## src/design/rspw_pkg.sv

```systemverilog
// Shared types, widths and constants for the RAID stripe parity writer.
// No dependencies; every other file but rspw_ram imports this package.
package rspw_pkg;

    // Field widths
    localparam int DATA_W      = 8;
    localparam int BLK_W       = 24;
    localparam int SIZE_W      = 13;
    localparam int HOST_W      = 4;
    localparam int LEVEL_W     = 2;
    localparam int COUNT_W     = 25;
    localparam int CFG_W       = 25;
    localparam int CFG_IDX_W   = 2;
    localparam int OUT_HOST_W  = 3;
    localparam int OUT_OFS_W   = 12;

    // Defaults for the top-level parameters
    localparam int BLOCK_BYTES_DEF = 4096;
    localparam int HOSTS_MAX_DEF   = 8;

    // Depth of the queue between front and back
    localparam int QUEUE_DEPTH = 2;

    // Register indexes of the configuration port
    typedef enum logic [CFG_IDX_W-1:0] {
        CFG_RAID_LEVEL  = 2'd0,
        CFG_NUM_HOSTS   = 2'd1,
        CFG_BLOCK_SIZE  = 2'd2,
        CFG_BLOCK_COUNT = 2'd3
    } cfg_idx_t;

    // Layout codes
    localparam logic [LEVEL_W-1:0] LEVEL_STRIPE = 2'd0;
    localparam logic [LEVEL_W-1:0] LEVEL_FIXED  = 2'd1;
    localparam logic [LEVEL_W-1:0] LEVEL_ROTATE = 2'd2;
    localparam logic [LEVEL_W-1:0] LEVEL_UNUSED = 2'd3;

    // Register reset values
    localparam logic [LEVEL_W-1:0] RAID_LEVEL_RST  = LEVEL_FIXED;
    localparam logic [HOST_W-1:0]  NUM_HOSTS_RST   = 4'd4;
    localparam logic [SIZE_W-1:0]  BLOCK_SIZE_RST  = 13'd4096;
    localparam logic [COUNT_W-1:0] BLOCK_COUNT_RST = 25'd16777216;

    // One classified byte, as passed from front to back
    typedef struct packed {
        logic               err;
        logic [HOST_W-1:0]  host;
        logic [SIZE_W-1:0]  ofs;
        logic [DATA_W-1:0]  data;
        logic [DATA_W-1:0]  pval;
        logic [HOST_W-1:0]  phost;
        logic               pfinal;
        logic               last;
    } entry_t;

    // Divider request and response
    typedef struct packed {
        logic               start;
        logic [BLK_W-1:0]   dividend;
        logic [HOST_W-1:0]  divisor;
    } div_req_t;

    typedef struct packed {
        logic               done;
        logic [BLK_W-1:0]   quo;
        logic [HOST_W-1:0]  rem;
    } div_rsp_t;

endpackage

```

## src/design/rspw_result_if.sv

```systemverilog
// Output channel of the stripe parity writer: one routed data or parity byte.
// Depends on rspw_pkg for field widths.
interface rspw_result_if
    import rspw_pkg::*;
();
    logic                  valid;
    logic                  ready;
    logic [OUT_HOST_W-1:0] host_index;
    logic [OUT_OFS_W-1:0]  stripe_offset;
    logic [DATA_W-1:0]     out_byte;
    logic                  is_parity;
    logic                  block_done;
    logic                  last_of_item;
    logic                  status;

    modport source (output valid, output host_index, output stripe_offset, output out_byte,
                    output is_parity, output block_done, output last_of_item,
                    output status, input ready);
    modport sink   (input valid, input host_index, input stripe_offset, input out_byte,
                    input is_parity, input block_done, input last_of_item,
                    input status, output ready);
endinterface

```

## src/design/rspw_back.sv

```systemverilog
// Back part: expands each queued entry into its data and parity results and
// holds them in the output register. Uses rspw_pkg and the result interface.
module rspw_back
    import rspw_pkg::*;
(
    input  logic         clk,
    input  logic         rst_n,
    input  entry_t       head,
    input  logic         empty,
    output logic         pop,
    rspw_result_if.source result
);
    logic                  valid_reg;
    logic                  phase_reg;
    logic [OUT_HOST_W-1:0] host_reg;
    logic [OUT_OFS_W-1:0]  ofs_reg;
    logic [DATA_W-1:0]     byte_reg;
    logic                  parity_reg;
    logic                  done_reg;
    logic                  last_reg;
    logic                  status_reg;
    logic                  load;

    // Load a result when the output register is free or being taken
    assign load = !empty && (!valid_reg || result.ready);
    assign pop  = load && (phase_reg || head.err || !head.pfinal);

    // Control: valid and parity phase
    always_ff @(posedge clk or negedge rst_n)
    begin
        if (!rst_n)
        begin
            valid_reg <= 1'b0;
            phase_reg <= 1'b0;
        end
        else
        begin
            if (load)
            begin
                valid_reg <= 1'b1;
                phase_reg <= !phase_reg && !head.err && head.pfinal;
            end
            else if (result.ready)
            begin
                valid_reg <= 1'b0;
            end
        end
    end

    // Result payload
    always_ff @(posedge clk)
    begin
        if (load)
        begin
            if (head.err)
            begin
                host_reg   <= '0;
                ofs_reg    <= '0;
                byte_reg   <= '0;
                parity_reg <= 1'b0;
                done_reg   <= 1'b0;
                last_reg   <= 1'b1;
                status_reg <= 1'b1;
            end
            else if (phase_reg)
            begin
                host_reg   <= head.phost[OUT_HOST_W-1:0];
                ofs_reg    <= head.ofs[OUT_OFS_W-1:0];
                byte_reg   <= head.pval;
                parity_reg <= 1'b1;
                done_reg   <= head.last;
                last_reg   <= 1'b1;
                status_reg <= 1'b0;
            end
            else
            begin
                host_reg   <= head.host[OUT_HOST_W-1:0];
                ofs_reg    <= head.ofs[OUT_OFS_W-1:0];
                byte_reg   <= head.data;
                parity_reg <= 1'b0;
                done_reg   <= !head.pfinal && head.last;
                last_reg   <= !head.pfinal;
                status_reg <= 1'b0;
            end
        end
    end

    assign result.valid         = valid_reg;
    assign result.host_index    = host_reg;
    assign result.stripe_offset = ofs_reg;
    assign result.out_byte      = byte_reg;
    assign result.is_parity     = parity_reg;
    assign result.block_done    = done_reg;
    assign result.last_of_item  = last_reg;
    assign result.status        = status_reg;
endmodule

```

## src/flat_wrapper.sv

```systemverilog
// flat-port wrapper written by rule: the top's interface ports become plain ports
module rspw_back_flat import rspw_pkg::*;
  (clk, rst_n, head, empty, pop, result_valid, result_host_index, result_stripe_offset, result_out_byte, result_is_parity, result_block_done, result_last_of_item, result_status, result_ready);
  rspw_result_if result_i ();
  input  logic clk;
  input  logic rst_n;
  input  entry_t head;
  input  logic empty;
  output logic pop;
  output wire logic [$bits(result_i.valid)-1:0] result_valid;
  output wire logic [$bits(result_i.host_index)-1:0] result_host_index;
  output wire logic [$bits(result_i.stripe_offset)-1:0] result_stripe_offset;
  output wire logic [$bits(result_i.out_byte)-1:0] result_out_byte;
  output wire logic [$bits(result_i.is_parity)-1:0] result_is_parity;
  output wire logic [$bits(result_i.block_done)-1:0] result_block_done;
  output wire logic [$bits(result_i.last_of_item)-1:0] result_last_of_item;
  output wire logic [$bits(result_i.status)-1:0] result_status;
  input wire logic [$bits(result_i.ready)-1:0] result_ready;
  assign result_valid = result_i.valid;
  assign result_host_index = result_i.host_index;
  assign result_stripe_offset = result_i.stripe_offset;
  assign result_out_byte = result_i.out_byte;
  assign result_is_parity = result_i.is_parity;
  assign result_block_done = result_i.block_done;
  assign result_last_of_item = result_i.last_of_item;
  assign result_status = result_i.status;
  assign result_i.ready = result_ready;
  rspw_back u_core (.clk(clk), .rst_n(rst_n), .head(head), .empty(empty), .pop(pop), .result(result_i));
endmodule
```

## config.mk

```make
export PLATFORM = sky130hd
export DESIGN_NAME = rspw_back_flat
export DESIGN_NICKNAME = d
export VERILOG_FILES = /design/src/design/rspw_pkg.sv /design/src/design/rspw_result_if.sv /design/src/design/rspw_back.sv /design/src/flat_wrapper.sv
export SDC_FILE = /design/constraint.sdc
export NUM_CORES = 1
export LEC_CHECK = 0
export BUFFER_PORTS_ARGS = -buffer_cell sky130_fd_sc_hd__buf_4
export CORE_MARGIN = 1.5
export CORE_UTILIZATION = 40
export CTS_CLUSTER_DIAMETER = 60
export DETAILED_ROUTE_END_ITERATION = 8
export HOLD_SLACK_MARGIN = 0.08
export PLACE_DENSITY_LB_ADDON = 0.12
export SLEW_MARGIN = 20
export SYNTH_ARGS = -nofsm -noshare
export SYNTH_HDL_FRONTEND = slang
export SYNTH_SLANG_ARGS = --single-unit
```

## constraint.sdc

```tcl
create_clock -name clk -period 3.1 [get_ports clk]
set_input_delay 0.31 -clock clk [delete_from_list [all_inputs] [get_ports clk]]
set_output_delay 0.31 -clock clk [all_outputs]
set_load 0.05 [all_outputs]
```

==> reports/metrics.yaml, run 1 <==
synth_area_um2: 1200
slew_headroom: 0.533
ys_seq_area_frac: 0.716
largest_register_ffs: 12
cp_max_fo: 14
busiest_layer: "met2"
finClkSkew_ns: 0.00521
syn_nets: 122
drtPass1Iterations: 6
synth_flop_cell: "edfxtp_1"
area_growth_pct: 49.4
viasPerCell: 4.61
maxCapViolCount: 0
grtUsageMet2: 0.250
cts_root_buffer: "clkbuf_4"
grt_max_degree: 28
route.detailed.drc: 6
period_share: 0.619
gr-total-overflow: 0
drt-initial-drc-count: 25
die-area_um2: 3340
grt_antenna_before_repair: 0
row_count: 19
required_ns: 2.79
synth-edff-count: 27
core_area_um2: 2810
worst_hold_path_type: "input pin to register"
clk_latency_ns: 0.32
wire_per_inst_um: 12.3
clkSlewWorstSetupHoldPaths_ns: 0.08
fillCellCount: 236
syn_avg_cell_area_um2: 15.4
dpl.cell_count: 175
netlist_instances: 78
hold_viol_final: 0
grt_pass1_vias: 776
layout.cells.non_filler: 184
drtAntennaViolNets: 0
crit_slowest_cell: "dfrtp_1"
power_density_nw_per_um2: 499
cts_buffers: 5
post-synth-top-count-cell: "edfxtp_1"
grt_use_total: 0.149
critPathMaxStageDelay_ns: 0.80
clock_sinks: 29
synth_warnings: 0
synthArstFlopShare: 0.0690
finalSetupViolCount: 0
die_y_um: 57.8
whs_ns: 0.187
crit_buf_inv: 1
clockBufferDepth: 2
yosysTopAreaCell: "edfxtp_1"
worst_pin_slew_ns: 0.700
use_met1: 0.158
cts_tree: "done"
dp_worst_setup_slack_ns: 1.49
grt_pass1_wl_um: 3570
utilization: 0.641
port_buffers: 69
fin_ws_ns: 1.18
drive_gt1_frac: 0.516
antennaDiodeCount: 0
cp_data_arrival_time_ns: 1.61
htreeDepth: 2
die_w_um: 57.8
synth.ff_latch_count: 29
peakVddDrop_uv: 315
tns_ns: 0
vias: 848
cts_setup_buffers: 0
final_cell_area_um2: 1800
path_cells: "nor2b_4 -> nand2b_2 -> and2_1 -> buf_4"
final_nets: 196
synth.area.top_cells: "edfxtp_1 (67%), mux2i_1 (10%), nor2b_1 (6.8%)"
cpLargestDelayFamily: "flip-flops"
place.gp.congestion: 0.647
start_kind: "register"
status: "finished, violations left"
critPathCaptureType: "output pin"
rsz0062_at_grt: "no"
period_minus_slack_ns: 1.92
path_class: "register to output pin"
grt.met3_usage: 0.0781
io_pins: 73
synthDistinctLibCells: 15
fmax_ghz: 0.521
maxSlewViolCount: 0
multi_input_area_um2: 300
synthTopCellsByCount: "edfxtp_1 (27), nor2b_1 (13), mux2i_1 (12)"
regArea_um2: 861
dpl_cell_area_um2: 1740
violations: "design-rule violations"
wirelength_um: 2270
yosysTopAreaCellShare: 0.674
start_util: 0.429
leakage_nw: 0.785
power_mw: 0.896
final timing paths:
path	cells after the start	startpoint	slack [ns]	end
hold / removal	2	result_ready	0.19	u_core.result.valid
hold reg to reg	2	u_core.result.valid	0.59	u_core.result.valid
setup reg to reg	2	u_core.result.valid	1.65	u_core.result.stripe_offset[6]
max in group asynchronous	2	rst_n	2.69	u_core.result.valid
setup / recovery	4	u_core.phase_reg	1.18	pop
min in group asynchronous	2	rst_n	0.32	u_core.phase_reg
kinds of logic (layout without fill, tap and decap cells):
group / count (synthesis) / count (layout) / share of synthesized area
AND/OR/NAND/NOR: 28 / 28 / 0.132
flip-flops: 29 / 29 / 0.716
AO/OA/AOI/OAI: 2 / 2 / 0.00832
multiplexers: 12 / 12 / 0.0999
buffers and inverters: 7 / 82 / 0.0437
layer usage:
| layer | up-vias | part of all wire |
|---|---|---|
| met5 | - | 0 |
| met4 | 0 | 0.014 |
| met3 | 4 | 0.092 |
| met2 | 38 | 0.55 |
| met1 | 385 | 0.34 |
| li1 | 421 | - |
repair_timing:
action / 4_1_cts / 5_1_grt
hold endpoints to repair: 2 / 0
hold buffers: 1 / 0
resized for setup: 0 / 0
final cells by class:
type	count	share of cell area
Sequential cell	29	0.479
Timing Repair Buffer	71	0.298
Multi-Input combinational cell	42	0.167
Tap cell	31	0.0216
Clock buffer	5	0.0209
Clock inverter	3	0.00696
Inverter	3	0.00627
placed cells by master (no fill, tap or decap):
master | Yosys | routed
mux2i_1 | 12 | 12
and2_1 | 1 | 1
clkinv_1 | 0 | 2
dlygate4sd3_1 | 0 | 1
clkbuf_4 | 0 | 5
a21oi_4 | 0 | 1
inv_1 | 3 | 3
o21ai_0 | 1 | 1
nand2b_2 | 1 | 1
dfrtp_1 | 2 | 2
clkinv_2 | 0 | 1
nor2b_4 | 1 | 1
nor2b_1 | 13 | 13
edfxtp_1 | 27 | 27
nor2_1 | 11 | 11
nor3b_1 | 1 | 1
buf_4 | 0 | 70
power by group:
part | switching (mW) | leakage [nW] | internal, mW | total, mW
Clock | 0.123 | 0.0300 | 0.0818 | 0.205
Sequential | 0.0184 | 0.287 | 0.459 | 0.477
Combinational | 0.125 | 0.468 | 0.0885 | 0.214
Total | 0.267 | 0.785 | 0.629 | 0.896
Note: power is estimated with default switching activity, not from simulation.
==> run 2, diff against run 1 <==
--- a/config.mk
+++ b/config.mk
@@ -7,7 +7,7 @@
 export LEC_CHECK = 0
 export BUFFER_PORTS_ARGS = -buffer_cell sky130_fd_sc_hd__buf_4
 export CORE_MARGIN = 1.5
-export CORE_UTILIZATION = 40
+export CORE_UTILIZATION = 38
 export CTS_CLUSTER_DIAMETER = 60
 export DETAILED_ROUTE_END_ITERATION = 8
 export HOLD_SLACK_MARGIN = 0.08
==> constraint.sdc (replaced) <==
create_clock -name clk -period 1.7 [get_ports clk]
set_input_delay 0.17 -clock clk [delete_from_list [all_inputs] [get_ports clk]]
set_output_delay 0.17 -clock clk [all_outputs]
set_load 0.05 [all_outputs]
==> reports/metrics.yaml, run 2 (synthesized netlist as in run 1, its figures left out) <==
hpwlAfterDp_um: 1740
finalSetupViolCount: 0  # unchanged
critPathMaxStageDelay_ns: 0.53  # -0.27 ns
start_util: 0.397  # -0.0315
htreeDepth: 2  # unchanged
pwr-share-seq: 0.514  # -0.019
row_count: 20  # +1
cp_max_fo: 3  # -11
cts_root_buffer: "clkbuf_4"
clockBufferDepth: 2  # unchanged
p_int_mw: 1.17  # +85%
clock_sinks: 29  # unchanged
final_common_cell: "buf_4"
fmax_ghz: 0.652
hold_viol_final: 0  # unchanged
leakage_nw: 0.806  # +2.6%
io_pins: 73  # unchanged
grt_pass1_vias: 875  # +13%
die_w_um: 59.3  # +2.5%
port_buffers: 69  # unchanged
die-area_um2: 3510  # +5.0%
final_cell_mix: "buf_4 (72), edfxtp_1 (27), nor2b_1 (13)"
gr-total-overflow: 0  # unchanged
reg2reg_from: "u_core.result.valid"
path_cells: "dlygate4sd3_1 -> buf_4 -> inv_1 -> a21oi_4 -> and2_4 -> buf_4"
area_growth_pct: 54.1
rsz0062_at_grt: "no"
drt-initial-drc-count: 19  # -24%
power_density_nw_per_um2: 897  # +80%
power_switching_mw: 0.497  # +86%
dp_worst_setup_slack_ns: 0.477  # -1.01 ns
p_sw_frac: 0.299  # +0.000921
maxCapViolCount: 0  # unchanged
die_y_um: 59.3  # +2.5%
drtPass1Iterations: 4  # -2
post_cts_resized: 0  # unchanged
comb_power_share: 0.253  # +0.014
start_kind: "input pin"
grt_antenna_before_repair: 0  # unchanged
wire_per_inst_um: 11.9  # -3.5%
route.detailed.drc: 0  # -6
maxSlewViolCount: 0  # unchanged
tns_ns: 0  # unchanged
slew_headroom: 0.822  # +0.289
grt_max_degree: 28  # unchanged
clkSlewWorstSetupHoldPaths_ns: 0.09  # about the same
place.gp.congestion: 0.705  # +9.0%
min_from: "head[33]"
period_share: 0.903
wirelength_um: 2390  # +5.5%
cts_tree: "done"
worst_pin_slew_ns: 0.267  # -0.434 ns
drive_gt1_frac: 0.535  # +0.0187
dpl_cell_area_um2: 1770  # +2.0%
cp_data_arrival_time_ns: 1.36  # -0.25 ns
drtAntennaViolNets: 0  # unchanged
vias: 876  # +3.3%
viasPerCell: 4.36  # -5.4%
peakVddDrop_uv: 434  # +38%
critPathLaunch: "result_ready"
crit_slowest_cell: "dlygate4sd3_1"
final_cell_area_um2: 1850  # +3.1%
period_minus_slack_ns: 1.53
antennaDiodeCount: 0  # unchanged
finClkSkew_ns: 0.00626  # +0.00104 ns
path_class: "input pin to output pin"
clk_latency_ns: 0.32  # about the same
clockPowerShare: 0.233  # +0.004
crit_path_frequent_cell: "buf_4"
final_nets: 200  # +2.0%
largest_register_ffs: 12  # unchanged
critPathCaptureType: "output pin"
cts_buffers: 5  # unchanged
core_area_um2: 3030  # +7.9%
grt_use_total: 0.157  # +0.00756
worst_hold_path_type: "input pin to register"
fin_ws_ns: 0.165  # -1.02 ns
status: "finished clean"
grt_pass1_wl_um: 3860  # +8.1%
required_ns: 1.53  # -1.26 ns
fillCellCount: 255  # +8.1%
## run 2: changes by cell type in the layout (fill, tap and decap cells not counted), sizes merged
| cell | delta |
|---|---|
| buf | +2 |
| clkinv | -1 |
| dlygate4sd3 | +2 |
| clkbuf | +1 |
## run 2: worst max-delay path, delay by kind of cell
family / cells / cell delay (ns)
buffers and inverters: 4 / 0.87
AND/OR/NAND/NOR: 1 / 0.15
AO/OA/AOI/OAI: 1 / 0.17
## run 2: final timing paths
check                                                  endpoint  slack, ns  depth (start not counted)
max in group asynchronous                   u_core.result.valid       1.44                          2
worst max register to register              u_core.result.valid       0.45                          3
worst min register to register                 u_core.phase_reg       0.68                          3
min in group asynchronous                   u_core.result.valid       0.16                          2
worst min-delay path            u_core.result.stripe_offset[11]       0.14                          2
worst max-delay path                                        pop       0.17                          6
## run 2: per-stage QoR
step	utilization	hold WS (ns)	power [mW]	std cells
after floorplan	-	-0.126	1.15	78
after global placement	0.585	-0.0430	1.28	190
after detailed placement	0.585	-0.0427	1.29	190
after CTS	0.612	0.125	1.68	201
after global routing	0.612	0.128	1.75	201
final	0.612	0.139	1.66	201
## run 2: power groups by stage
stage / Sequential, mW / Combinational, mW / Clock, mW
2_1_floorplan: 1.02 / 0.131 / 0
3_3_place_gp: 0.870 / 0.412 / 0
3_5_place_dp: 0.872 / 0.418 / 0
4_1_cts: 0.857 / 0.425 / 0.399
5_1_grt: 0.861 / 0.448 / 0.438
6_report: 0.856 / 0.421 / 0.387
## run 2: metal layers
metal,vias up,track usage,part of all wire
li1,426,-,-
met1,400,0.160,0.36
met2,44,0.261,0.53
met3,6,0.0655,0.086
met4,0,0.101,0.026
met5,-,0,0
## run 2: layout make-up
cell class              count  area, um2  share of cell area
flip-flops and latches     29        862               0.465
repair buffers             75        571               0.308
multi-input cells          42        303               0.163
well taps                  44       55.1              0.0297
clock buffers               6       41.3              0.0223
inverters                   3       11.3             0.00608
clock inverters             2       10.0             0.00540
## run 2: timing repair
action,4_1_cts,5_1_grt
endpoints found under the hold margin,3,0
setup buffers,0,0
hold buffers,3,0
