<file path="config.mk">
export PLATFORM = sky130hd
export DESIGN_NAME = rspw_queue
export DESIGN_NICKNAME = d
export VERILOG_FILES = /design/src/design/rspw_pkg.sv /design/src/design/rspw_queue.sv
export SDC_FILE = /design/constraint.sdc
export NUM_CORES = 1
export LEC_CHECK = 0
export BUFFER_PORTS_ARGS = -buffer_cell sky130_fd_sc_hd__buf_2
export CELL_PAD_IN_SITES_DETAIL_PLACEMENT = 1
export CELL_PAD_IN_SITES_GLOBAL_PLACEMENT = 1
export CORE_AREA = 2 2 90 114
export DETAILED_ROUTE_END_ITERATION = 7
export DIE_AREA = 0 0 92 116
export GPL_TIMING_DRIVEN = 0
export HOLD_SLACK_MARGIN = 0.06
export PLACE_DENSITY = 0.69
export RECOVER_POWER = 25
export SLEW_MARGIN = 10
export SYNTH_ARGS = -nofsm -noshare
export SYNTH_HDL_FRONTEND = slang
export SYNTH_SLANG_ARGS = --single-unit
</file>
<file path="constraint.sdc">
create_clock -name clk -period 3.9 [get_ports clk]
set_clock_uncertainty 0.05 [all_clocks]
set_input_delay 0.39 -clock clk [delete_from_list [all_inputs] [get_ports clk]]
set_output_delay 0.39 -clock clk [all_outputs]
set_load 0.01 [all_outputs]
</file>
<file path="src/design/rspw_pkg.sv">
// Shared types, widths and constants for the RAID stripe parity writer.
// No dependencies; every other file but rspw_ram imports this package.
package rspw_pkg;

    // Field widths
    localparam int DATA_W      = 8;
    localparam int BLK_W       = 24;
    localparam int SIZE_W      = 13;
    localparam int HOST_W      = 4;
    localparam int LEVEL_W     = 2;
    localparam int COUNT_W     = 25;
    localparam int CFG_W       = 25;
    localparam int CFG_IDX_W   = 2;
    localparam int OUT_HOST_W  = 3;
    localparam int OUT_OFS_W   = 12;

    // Defaults for the top-level parameters
    localparam int BLOCK_BYTES_DEF = 4096;
    localparam int HOSTS_MAX_DEF   = 8;

    // Depth of the queue between front and back
    localparam int QUEUE_DEPTH = 2;

    // Register indexes of the configuration port
    typedef enum logic [CFG_IDX_W-1:0] {
        CFG_RAID_LEVEL  = 2'd0,
        CFG_NUM_HOSTS   = 2'd1,
        CFG_BLOCK_SIZE  = 2'd2,
        CFG_BLOCK_COUNT = 2'd3
    } cfg_idx_t;

    // Layout codes
    localparam logic [LEVEL_W-1:0] LEVEL_STRIPE = 2'd0;
    localparam logic [LEVEL_W-1:0] LEVEL_FIXED  = 2'd1;
    localparam logic [LEVEL_W-1:0] LEVEL_ROTATE = 2'd2;
    localparam logic [LEVEL_W-1:0] LEVEL_UNUSED = 2'd3;

    // Register reset values
    localparam logic [LEVEL_W-1:0] RAID_LEVEL_RST  = LEVEL_FIXED;
    localparam logic [HOST_W-1:0]  NUM_HOSTS_RST   = 4'd4;
    localparam logic [SIZE_W-1:0]  BLOCK_SIZE_RST  = 13'd4096;
    localparam logic [COUNT_W-1:0] BLOCK_COUNT_RST = 25'd16777216;

    // One classified byte, as passed from front to back
    typedef struct packed {
        logic               err;
        logic [HOST_W-1:0]  host;
        logic [SIZE_W-1:0]  ofs;
        logic [DATA_W-1:0]  data;
        logic [DATA_W-1:0]  pval;
        logic [HOST_W-1:0]  phost;
        logic               pfinal;
        logic               last;
    } entry_t;

    // Divider request and response
    typedef struct packed {
        logic               start;
        logic [BLK_W-1:0]   dividend;
        logic [HOST_W-1:0]  divisor;
    } div_req_t;

    typedef struct packed {
        logic               done;
        logic [BLK_W-1:0]   quo;
        logic [HOST_W-1:0]  rem;
    } div_rsp_t;

endpackage

</file>
<file path="src/design/rspw_queue.sv">
// Short register queue of classified entries between front and back.
// Depends on rspw_pkg for the entry type and default depth.
module rspw_queue
    import rspw_pkg::*;
#(
    parameter int DEPTH = QUEUE_DEPTH
) (
    input  logic   clk,
    input  logic   rst_n,
    input  logic   push,
    input  entry_t push_entry,
    output logic   full,
    input  logic   pop,
    output entry_t head,
    output logic   empty
);
    localparam int PW = (DEPTH > 1) ? $clog2(DEPTH) : 1;
    localparam int CW = $clog2(DEPTH + 1);

    entry_t        mem_reg [DEPTH];
    logic [PW-1:0] wr_ptr_reg;
    logic [PW-1:0] rd_ptr_reg;
    logic [CW-1:0] count_reg;

    assign full  = (count_reg == CW'(DEPTH));
    assign empty = (count_reg == '0);
    assign head  = mem_reg[rd_ptr_reg];

    // Store pushed entries
    always_ff @(posedge clk)
    begin
        if (push)
        begin
            mem_reg[wr_ptr_reg] <= push_entry;
        end
    end

    // Advance pointers and count
    always_ff @(posedge clk or negedge rst_n)
    begin
        if (!rst_n)
        begin
            wr_ptr_reg <= '0;
            rd_ptr_reg <= '0;
            count_reg  <= '0;
        end
        else
        begin
            if (push)
            begin
                wr_ptr_reg <= (wr_ptr_reg == PW'(DEPTH - 1)) ? '0 : wr_ptr_reg + 1'b1;
            end
            if (pop)
            begin
                rd_ptr_reg <= (rd_ptr_reg == PW'(DEPTH - 1)) ? '0 : rd_ptr_reg + 1'b1;
            end
            if (push && !pop)
            begin
                count_reg <= count_reg + 1'b1;
            end
            else if (pop && !push)
            begin
                count_reg <= count_reg - 1'b1;
            end
        end
    end
endmodule

</file>
==> metrics.txt, run 1 <==
# TYPE chip_impl_metric gauge
chip_impl_metric{name="seq_power_share",unit="%"} 38.9
chip_impl_metric{name="synthesis.instances",unit=""} 141
chip_impl_metric{name="postCtsSetupRepairBufs",unit=""} 0
chip_impl_metric{name="globalRouteOverflowTotal",unit=""} 0
chip_impl_metric{name="grt_pass1_vias",unit=""} 1806
chip_impl_info{name="end_of_the_worst_hold_path",value="mem_reg[0][14]"} 1
chip_impl_metric{name="start_util",unit="%"} 34.5
chip_impl_metric{name="cts.hold.buffers_added",unit=""} 1
chip_impl_metric{name="setup.reg_to_reg.worst_slack",unit="ns"} 2.39
chip_impl_info{name="tritoncts_clock_tree",value="built"} 1
chip_impl_metric{name="synth_seq_cells",unit=""} 84
chip_impl_info{name="critPathCaptureType",value="primary output"} 1
chip_impl_info{name="timing.hold.worst.class",value="input pin to flip-flop"} 1
chip_impl_metric{name="drc_errors",unit=""} 0
chip_impl_info{name="worstReg2RegStart",value="wr_ptr_reg"} 1
chip_impl_metric{name="final_max_slew_viol_count",unit=""} 0
chip_impl_metric{name="io_buffer_count",unit=""} 85
chip_impl_metric{name="post-synth-top-area-fraction",unit="%"} 73.3
chip_impl_metric{name="swShare",unit="%"} 26.3
chip_impl_metric{name="cts_inserted_buffers",unit=""} 9
chip_impl_metric{name="slew_headroom",unit="%"} 66.4
chip_impl_metric{name="dr.pass1.iters",unit=""} 5
chip_impl_metric{name="wl_per_cell",unit="µm"} 16.2
chip_impl_info{name="synth_largest_area_cell",value="sky130_fd_sc_hd__edfxtp_1"} 1
chip_impl_metric{name="worst_setup_hold_path_clk_slew",unit="ns"} 0.06
chip_impl_metric{name="grt_util_all_layers",unit="%"} 12.2
chip_impl_metric{name="finalSetupTns",unit="ns"} 0
chip_impl_info{name="rsz0062_at_grt",value="no"} 1
chip_impl_info{name="cts.root.buffer_cell",value="sky130_fd_sc_hd__clkbuf_16"} 1
chip_impl_metric{name="place_hpwl",unit="µm"} 4190
chip_impl_metric{name="placeableCoreArea",unit="µm²"} 9510
chip_impl_metric{name="fp.dieH",unit="µm"} 116
chip_impl_metric{name="clock_power_share",unit="%"} 29.2
chip_impl_metric{name="ys_warn_count",unit=""} 0
chip_impl_metric{name="finalWeightedCongestion",unit=""} 0.660
chip_impl_metric{name="crit_fanout",unit=""} 10
chip_impl_metric{name="static-leakage-power",unit="µW"} 0.00172
chip_impl_info{name="worstHoldStart",value="push_entry[14]"} 1
chip_impl_metric{name="numClockSinks",unit=""} 84
chip_impl_info{name="most_frequently_used_cell_type_in_the_post_synthesis_netlist",value="sky130_fd_sc_hd__edfxtp_1"} 1
chip_impl_metric{name="die_width",unit="µm"} 92
chip_impl_metric{name="buffer_depth_of_the_longest_clock_path",unit=""} 2
chip_impl_metric{name="overall_via_count_from_detail_route",unit=""} 1582
chip_impl_metric{name="power_switching",unit="µW"} 851
chip_impl_metric{name="area_growth",unit="%"} 29.5
chip_impl_metric{name="placement.setup.worst_slack",unit="ns"} 2.22
chip_impl_info{name="ys_top_cells_by_area",value="sky130_fd_sc_hd__edfxtp_1 73%, sky130_fd_sc_hd__mux2_4 18%, sky130_fd_sc_hd__dfrtp_1 3.1%"} 1
chip_impl_metric{name="synthArstFlopShare",unit="%"} 4.76
chip_impl_metric{name="finalWirelength",unit="µm"} 6010
chip_impl_metric{name="avgSynthCellArea",unit="µm²"} 23.2
chip_impl_metric{name="floorplan.die_area",unit="µm²"} 10700
chip_impl_metric{name="clock_tree.htree_level_count",unit=""} 3
chip_impl_info{name="critPathLaunchType",value="flip-flop"} 1
chip_impl_metric{name="max_freq",unit="MHz"} 530
chip_impl_info{name="synth_top_cells_by_count",value="80 x sky130_fd_sc_hd__edfxtp_1, 39 x sky130_fd_sc_hd__mux2_4, 4 x sky130_fd_sc_hd__buf_12, 4 x sky130_fd_sc_hd__dfrtp_1, 4 x sky130_fd_sc_hd__xor2_1"} 1
chip_impl_metric{name="finalSetupViolCount",unit=""} 0
chip_impl_metric{name="synthesis.area",unit="µm²"} 3280
chip_impl_metric{name="ir_drop",unit="mV"} 0.453
chip_impl_metric{name="fin_crit_sh",unit="%"} 48.4
chip_impl_metric{name="min_path_cells",unit=""} 1
chip_impl_metric{name="grt_pass1_wl",unit="µm"} 9560
chip_impl_info{name="synthFlopType",value="sky130_fd_sc_hd__edfxtp_1"} 1
chip_impl_metric{name="final_layout_size_suffix_gt1_share",unit="%"} 57.1
chip_impl_metric{name="finalWorstSetupSlack",unit="ns"} 2.01
chip_impl_metric{name="clk-insertion-delay-late",unit="ns"} 0.33
chip_impl_metric{name="starting_drc_count_in_detailed_routing",unit=""} 69
chip_impl_metric{name="io_pins",unit=""} 86
chip_impl_metric{name="synthesis.nets",unit=""} 186
chip_impl_metric{name="detail_route.vias_per_cell",unit=""} 4.25
chip_impl_metric{name="data_required_time_at_the_worst_endpoint",unit="ns"} 3.46
chip_impl_metric{name="grt_max_degree",unit=""} 31
chip_impl_metric{name="synth.distinct_cells",unit=""} 13
chip_impl_metric{name="post_cts_resized",unit=""} 0
chip_impl_info{name="run_status",value="complete, no violations"} 1
chip_impl_metric{name="largest_register_ff_count",unit=""} 80
chip_impl_metric{name="final_net_count",unit=""} 285
chip_impl_metric{name="edff_count_synth",unit=""} 80
chip_impl_info{name="worst_r2r_endpoint",value="mem_reg[0][39]"} 1
chip_impl_info{name="critical_path_class",value="flip-flop to primary output"} 1
chip_impl_metric{name="row_count",unit=""} 40
chip_impl_metric{name="comb_power_share",unit="%"} 31.9
chip_impl_metric{name="antenna_found_initial",unit=""} 1
chip_impl_metric{name="worst-endpoint-arrival",unit="ns"} 1.45
chip_impl_metric{name="fin_crit",unit="ns"} 1.89
chip_impl_metric{name="internal_power",unit="µW"} 2380
chip_impl_metric{name="power_per_cell_area",unit="nW/µm²"} 762
chip_impl_metric{name="yosysSeqAreaShare",unit="%"} 76.4
chip_impl_metric{name="worst-slew-pin-transition",unit="ns"} 0.504
chip_impl_metric{name="count_of_maximum_capacitance_violations",unit=""} 0
chip_impl_metric{name="antenna_violating_nets_post_route",unit=""} 0
chip_impl_metric{name="final-hold-violation-count",unit=""} 0
chip_impl_metric{name="ff2ff_path_depth",unit=""} 2
power by group through the flow:
stage | Sequential [µW] | Combinational [µW] | Clock [µW]
floorplan | 1270 | 724 | 0
CTS | 1260 | 1060 | 971
finish | 1260 | 1030 | 944
global route | 1280 | 1100 | 1010
global placement | 1280 | 1010 | 0
detailed placement | 1280 | 1060 | 0
cells in the final DEF, fill, tap and decap left out:
cell	instances
sky130_fd_sc_hd__diode_2	1
sky130_fd_sc_hd__ha_1	1
sky130_fd_sc_hd__edfxtp_1	80
sky130_fd_sc_hd__nor2_1	2
sky130_fd_sc_hd__buf_12	6
sky130_fd_sc_hd__mux2_2	1
sky130_fd_sc_hd__clkinv_2	1
sky130_fd_sc_hd__nor2b_1	1
sky130_fd_sc_hd__nor2b_4	1
sky130_fd_sc_hd__buf_2	78
sky130_fd_sc_hd__xnor2_1	1
sky130_fd_sc_hd__clkbuf_16	9
sky130_fd_sc_hd__buf_6	1
sky130_fd_sc_hd__inv_1	1
sky130_fd_sc_hd__xor2_1	4
sky130_fd_sc_hd__and2_2	1
sky130_fd_sc_hd__clkbuf_1	8
sky130_fd_sc_hd__dlygate4sd3_1	1
sky130_fd_sc_hd__mux2_4	39
sky130_fd_sc_hd__dfrtp_1	4
sky130_fd_sc_hd__clkinv_1	2
sky130_fd_sc_hd__bufinv_16	3
worst max-delay path by stage:
| stage | startpoint | end | slack [ns] | depth (start not counted) |
|---|---|---|---|---|
| 5_1_grt | rd_ptr_reg | head[3] | 1.96 | 4 |
| 3_5_place_dp | push | mem_reg[0][6] | 2.22 | 3 |
| 3_3_place_gp | push | mem_reg[0][0] | -0.02 | 2 |
| 6_report | rd_ptr_reg | head[26] | 2.01 | 4 |
| 2_1_floorplan | wr_ptr_reg | mem_reg[0][0] | 1.21 | 1 |
| 4_1_cts | rd_ptr_reg | head[16] | 1.99 | 4 |
stage by stage:
step / hold WS, ns / util (%) / power [µW] / cells / instance area [µm²]
floorplan: 0.0444 / - / 1990 / 141 / 3280
global placement: 0.153 / 40.6 / 2290 / 352 / 3860
detailed placement: 0.158 / 41.1 / 2340 / 354 / 3910
CTS: 0.177 / 44.7 / 3290 / 371 / 4250
global route: 0.180 / 44.6 / 3390 / 371 / 4240
finish: 0.195 / 44.6 / 3230 / 372 / 4240
metal layers:
layer  GRT usage [%]  up-vias  wire [µm]
met5               0        -          0
met4            4.78        0         82
met3            5.46        5        363
met2            21.4       43       3400
met1            12.9      791       2170
li1                -      743          -
worst max-delay path, cell delays in order (launching register included):
cell and delay (ns):
sky130_fd_sc_hd__dfrtp_1 0.38, sky130_fd_sc_hd__buf_6 0.15, sky130_fd_sc_hd__buf_12 0.15, sky130_fd_sc_hd__mux2_4 0.30
sky130_fd_sc_hd__buf_2 0.14
cell type report:
type                    count  area, µm²
diodes                      1       2.50
plain buffers               5       91.3
clock buffers              10        229
clock inverters             6        103
fillers                   948       5270
inverters                   1       3.75
multi-input cells          51        688
flip-flops and latches     84       2500
well taps                 126        158
repair buffers             88        467
kinds of logic after synthesis:
family / after synthesis / share of synthesized area [%]
DFF: 84 / 76.4
muxes: 40 / 18.2
buffers and inverters: 6 / 2.90
xor gates and xnor gates: 5 / 1.34
and+or+nand+nor: 5 / 0.802
adders and majority gates: 1 / 0.382
Power figures use the tool's default switching activity.
==> run 2, diff against run 1 <==
ABC_AREA = 1   (was default)
PLACE_DENSITY = 0.7   (was 0.69)
clock period = 1.9 ns   (was 3.9 ns; I/O delays follow)
==> run 2 against run 1 <==
Die area did not move. Via count grew 13%. Combinational power rose by 110%. First-iteration DRC count decreased by 41%. Worst setup slack lost 1.8 ns. Synthesized cell count up 6.4%. Critical path depth is the same. Sequential power grew 100%. Flip-flop and latch count did not move. Highest routed layer unchanged. Sequential share of layout area is 4.6 points lower. Worst hold slack worse by 0.023 ns. Largest cell class unchanged.
==> metrics.txt, run 2 <==
# TYPE chip_impl_metric gauge
chip_impl_metric{name="finalWirelength",unit="µm"} 6050
chip_impl_info{name="critPathLaunchType",value="flip-flop"} 1
chip_impl_metric{name="buffer_depth_of_the_longest_clock_path",unit=""} 2
chip_impl_metric{name="place_hpwl",unit="µm"} 3790
chip_impl_metric{name="post-synth-top-area-fraction",unit="%"} 72.9
chip_impl_metric{name="row_count",unit=""} 40
chip_impl_metric{name="cts_inserted_buffers",unit=""} 9
chip_impl_metric{name="worst_path_largest_cell_delay",unit="ns"} 0.37
chip_impl_metric{name="worst-endpoint-arrival",unit="ns"} 1.43
chip_impl_metric{name="ff2ff_path_depth",unit=""} 2
chip_impl_metric{name="worst_setup_hold_path_clk_slew",unit="ns"} 0.06
chip_impl_info{name="critical_path_class",value="flip-flop to primary output"} 1
chip_impl_info{name="worst_r2r_endpoint",value="mem_reg[0][35]"} 1
chip_impl_metric{name="antenna_found_initial",unit=""} 0
chip_impl_info{name="synth_largest_area_cell",value="sky130_fd_sc_hd__edfxtp_1"} 1
chip_impl_info{name="rsz0062_at_grt",value="no"} 1
chip_impl_metric{name="drc_errors",unit=""} 0
chip_impl_metric{name="io_pins",unit=""} 86
chip_impl_metric{name="wl_per_cell",unit="µm"} 14.4
chip_impl_metric{name="area_growth",unit="%"} 39.7
chip_impl_metric{name="floorplan.die_area",unit="µm²"} 10700
chip_impl_metric{name="worst-slew-pin-transition",unit="ns"} 0.715
chip_impl_metric{name="placeableCoreArea",unit="µm²"} 9510
chip_impl_metric{name="clk-insertion-delay-late",unit="ns"} 0.33
chip_impl_metric{name="antenna_cells",unit=""} 0
chip_impl_info{name="run_status",value="complete, no violations"} 1
chip_impl_metric{name="data_required_time_at_the_worst_endpoint",unit="ns"} 1.66
chip_impl_info{name="critPathCaptureType",value="primary output"} 1
chip_impl_metric{name="numClockSinks",unit=""} 84
chip_impl_metric{name="post_cts_resized",unit=""} 0
chip_impl_metric{name="synthArstFlopShare",unit="%"} 4.76
chip_impl_info{name="tritoncts_clock_tree",value="built"} 1
chip_impl_metric{name="synthesis.instances",unit=""} 150
chip_impl_metric{name="design_power_total",unit="µW"} 6280
chip_impl_metric{name="fillCellCount",unit=""} 930
chip_impl_info{name="highest_count_cells_in_the_layout_ignoring_fill_and_taps",value="80 x sky130_fd_sc_hd__edfxtp_1, 70 x sky130_fd_sc_hd__buf_2, 43 x sky130_fd_sc_hd__dlygate4sd3_1"} 1
chip_impl_metric{name="starting_drc_count_in_detailed_routing",unit=""} 41
chip_impl_metric{name="power_per_cell_area",unit="nW/µm²"} 1360
chip_impl_metric{name="multi_input_comb_area",unit="µm²"} 684
chip_impl_metric{name="globalRouteOverflowTotal",unit=""} 0
chip_impl_metric{name="grt_pass1_vias",unit=""} 1940
chip_impl_metric{name="synthesis.nets",unit=""} 195
chip_impl_metric{name="final_max_slew_viol_count",unit=""} 0
chip_impl_metric{name="grt_max_degree",unit=""} 41
chip_impl_metric{name="largest_register_ff_count",unit=""} 80
chip_impl_metric{name="edff_count_synth",unit=""} 80
chip_impl_info{name="crit_family",value="buffers and inverters"} 1
chip_impl_metric{name="buffering_stage_count_on_the_worst_path_with_inverters_included",unit=""} 3
chip_impl_metric{name="start_util",unit="%"} 34.7
chip_impl_info{name="worstReg2RegStart",value="wr_ptr_reg"} 1
chip_impl_metric{name="avgSynthCellArea",unit="µm²"} 22.0
chip_impl_metric{name="area.sequential",unit="µm²"} 2500
chip_impl_metric{name="final-hold-violation-count",unit=""} 0
chip_impl_metric{name="clock_tree.htree_level_count",unit=""} 3
chip_impl_metric{name="static-leakage-power",unit="µW"} 0.00186
chip_impl_metric{name="overall_via_count_from_detail_route",unit=""} 1791
chip_impl_metric{name="placement.setup.worst_slack",unit="ns"} 0.00874
chip_impl_metric{name="grt_util_all_layers",unit="%"} 12.0
chip_impl_metric{name="count_of_maximum_capacitance_violations",unit=""} 0
chip_impl_metric{name="fin_crit_sh",unit="%"} 88.0
chip_impl_metric{name="fin_crit",unit="ns"} 1.67
chip_impl_metric{name="die_width",unit="µm"} 92
chip_impl_metric{name="dr.pass1.iters",unit=""} 4
chip_impl_metric{name="fp.dieH",unit="µm"} 116
chip_impl_info{name="synthFlopType",value="sky130_fd_sc_hd__edfxtp_1"} 1
chip_impl_metric{name="yosysSeqAreaShare",unit="%"} 75.9
chip_impl_metric{name="max_freq",unit="MHz"} 598
chip_impl_metric{name="setup.reg_to_reg.worst_slack",unit="ns"} 0.30
chip_impl_metric{name="slew_headroom",unit="%"} 52.2
chip_impl_metric{name="postCtsSetupRepairBufs",unit=""} 0
chip_impl_metric{name="final_net_count",unit=""} 336
chip_impl_metric{name="synth.distinct_cells",unit=""} 14
chip_impl_metric{name="synthesis.area",unit="µm²"} 3300
chip_impl_metric{name="finalSetupTns",unit="ns"} 0
chip_impl_metric{name="crit_fanout",unit=""} 10
chip_impl_metric{name="hold_slack",unit="ns"} 0.172
chip_impl_info{name="worstPathCellList",value="buf_6, buf_12, mux2_4, buf_2"} 1
chip_impl_info{name="most_frequently_used_cell_type_in_the_post_synthesis_netlist",value="sky130_fd_sc_hd__edfxtp_1"} 1
chip_impl_info{name="synth_top_cells_by_count",value="80 x sky130_fd_sc_hd__edfxtp_1, 39 x sky130_fd_sc_hd__mux2_4, 7 x sky130_fd_sc_hd__inv_1"} 1
chip_impl_metric{name="antenna_violating_nets_post_route",unit=""} 0
chip_impl_metric{name="finalWeightedCongestion",unit=""} 0.587
chip_impl_info{name="cts.root.buffer_cell",value="sky130_fd_sc_hd__clkbuf_16"} 1
chip_impl_metric{name="ys_warn_count",unit=""} 0
chip_impl_metric{name="synth_seq_cells",unit=""} 84
chip_impl_metric{name="finalWorstSetupSlack",unit="ns"} 0.228
chip_impl_info{name="ys_top_cells_by_area",value="sky130_fd_sc_hd__edfxtp_1 73%, sky130_fd_sc_hd__mux2_4 18%, sky130_fd_sc_hd__dfrtp_1 3.0%"} 1
chip_impl_metric{name="grt_pass1_wl",unit="µm"} 9510
chip_impl_info{name="crit_slowest_cell",value="sky130_fd_sc_hd__dfrtp_1"} 1
chip_impl_info{name="commonest_non_fill_non_tap_cell_in_the_layout",value="sky130_fd_sc_hd__edfxtp_1"} 1
chip_impl_info{name="timing.hold.worst.class",value="input pin to asynchronous set/reset pin"} 1
chip_impl_metric{name="ir_drop",unit="mV"} 0.683
chip_impl_metric{name="finalSetupViolCount",unit=""} 0
chip_impl_metric{name="io_buffer_count",unit=""} 85
chip_impl_metric{name="detail_route.vias_per_cell",unit=""} 4.25
chip_impl_metric{name="final_layout_size_suffix_gt1_share",unit="%"} 44.1
-- run 2: cell types whose count changed after synthesis, sizes merged --
cell | before | now
nand3 | 0 | 1
nor2 | 2 | 3
nand2 | 0 | 5
xor2 | 4 | 2
nand4 | 0 | 1
nor2b | 2 | 0
and2 | 1 | 0
inv | 1 | 7
-- run 2: cell families after synthesis --
logic type               count (synthesis)  share of synthesized area (%)
XOR/XNOR                                 3                          0.797
adder cells (fa/ha/maj)                  1                          0.379
multiplexers                            40                           18.1
buffers and inverters                   12                           3.57
flip-flops                              84                           75.9
AND/OR/NAND/NOR                         10                           1.25
-- run 2: stage by stage --
step	instances	area (µm²)	util (%)
after floorplan	150	3300	-
after global placement	361	3890	40.9
after detailed placement	362	3920	41.2
after CTS	420	4600	48.3
after global routing	421	4600	48.4
final	421	4600	48.4
-- run 2: cell type report --
| type | count | share of cell area (%) |
|---|---|---|
| clock inverters | 4 | 0.380 |
| well taps | 126 | 3.42 |
| repair buffers | 130 | 19.4 |
| flip-flops and latches | 84 | 54.3 |
| inverters | 7 | 0.571 |
| multi-input cells | 54 | 14.9 |
| plain buffers | 5 | 1.98 |
| clock buffers | 11 | 5.05 |
-- run 2: worst max-delay path by stage --
stage,slack (ns),cells past startpoint,startpoint,endpoint
after floorplan,0.20,2,wr_ptr_reg,mem_reg[1][0]
final,0.23,4,rd_ptr_reg,head[16]
after CTS,0.02,1,wr_ptr_reg,mem_reg[0][27]
after global placement,-0.32,2,wr_ptr_reg,mem_reg[1][33]
after detailed placement,0.009,1,wr_ptr_reg,mem_reg[0][28]
after global routing,0.19,4,rd_ptr_reg,head[17]
-- run 2: repair_timing --
action	CTS	global route
hold endpoints to repair	86	0
hold buffers	43	0
setup endpoints to repair	17	0
-- run 2: layer usage --
metal / wire (µm) / GRT usage, %
met1: 2300 / 12.9
met2: 3370 / 22.2
met3: 237 / 2.15
met4: 139 / 7.16
met5: 0 / 0
-- run 2: power by group --
| group | switching, µW | internal (µW) |
|---|---|---|
| clock | 618 | 863 |
| sequential | 115 | 2470 |
| combinational | 998 | 1220 |
| total | 1730 | 4550 |
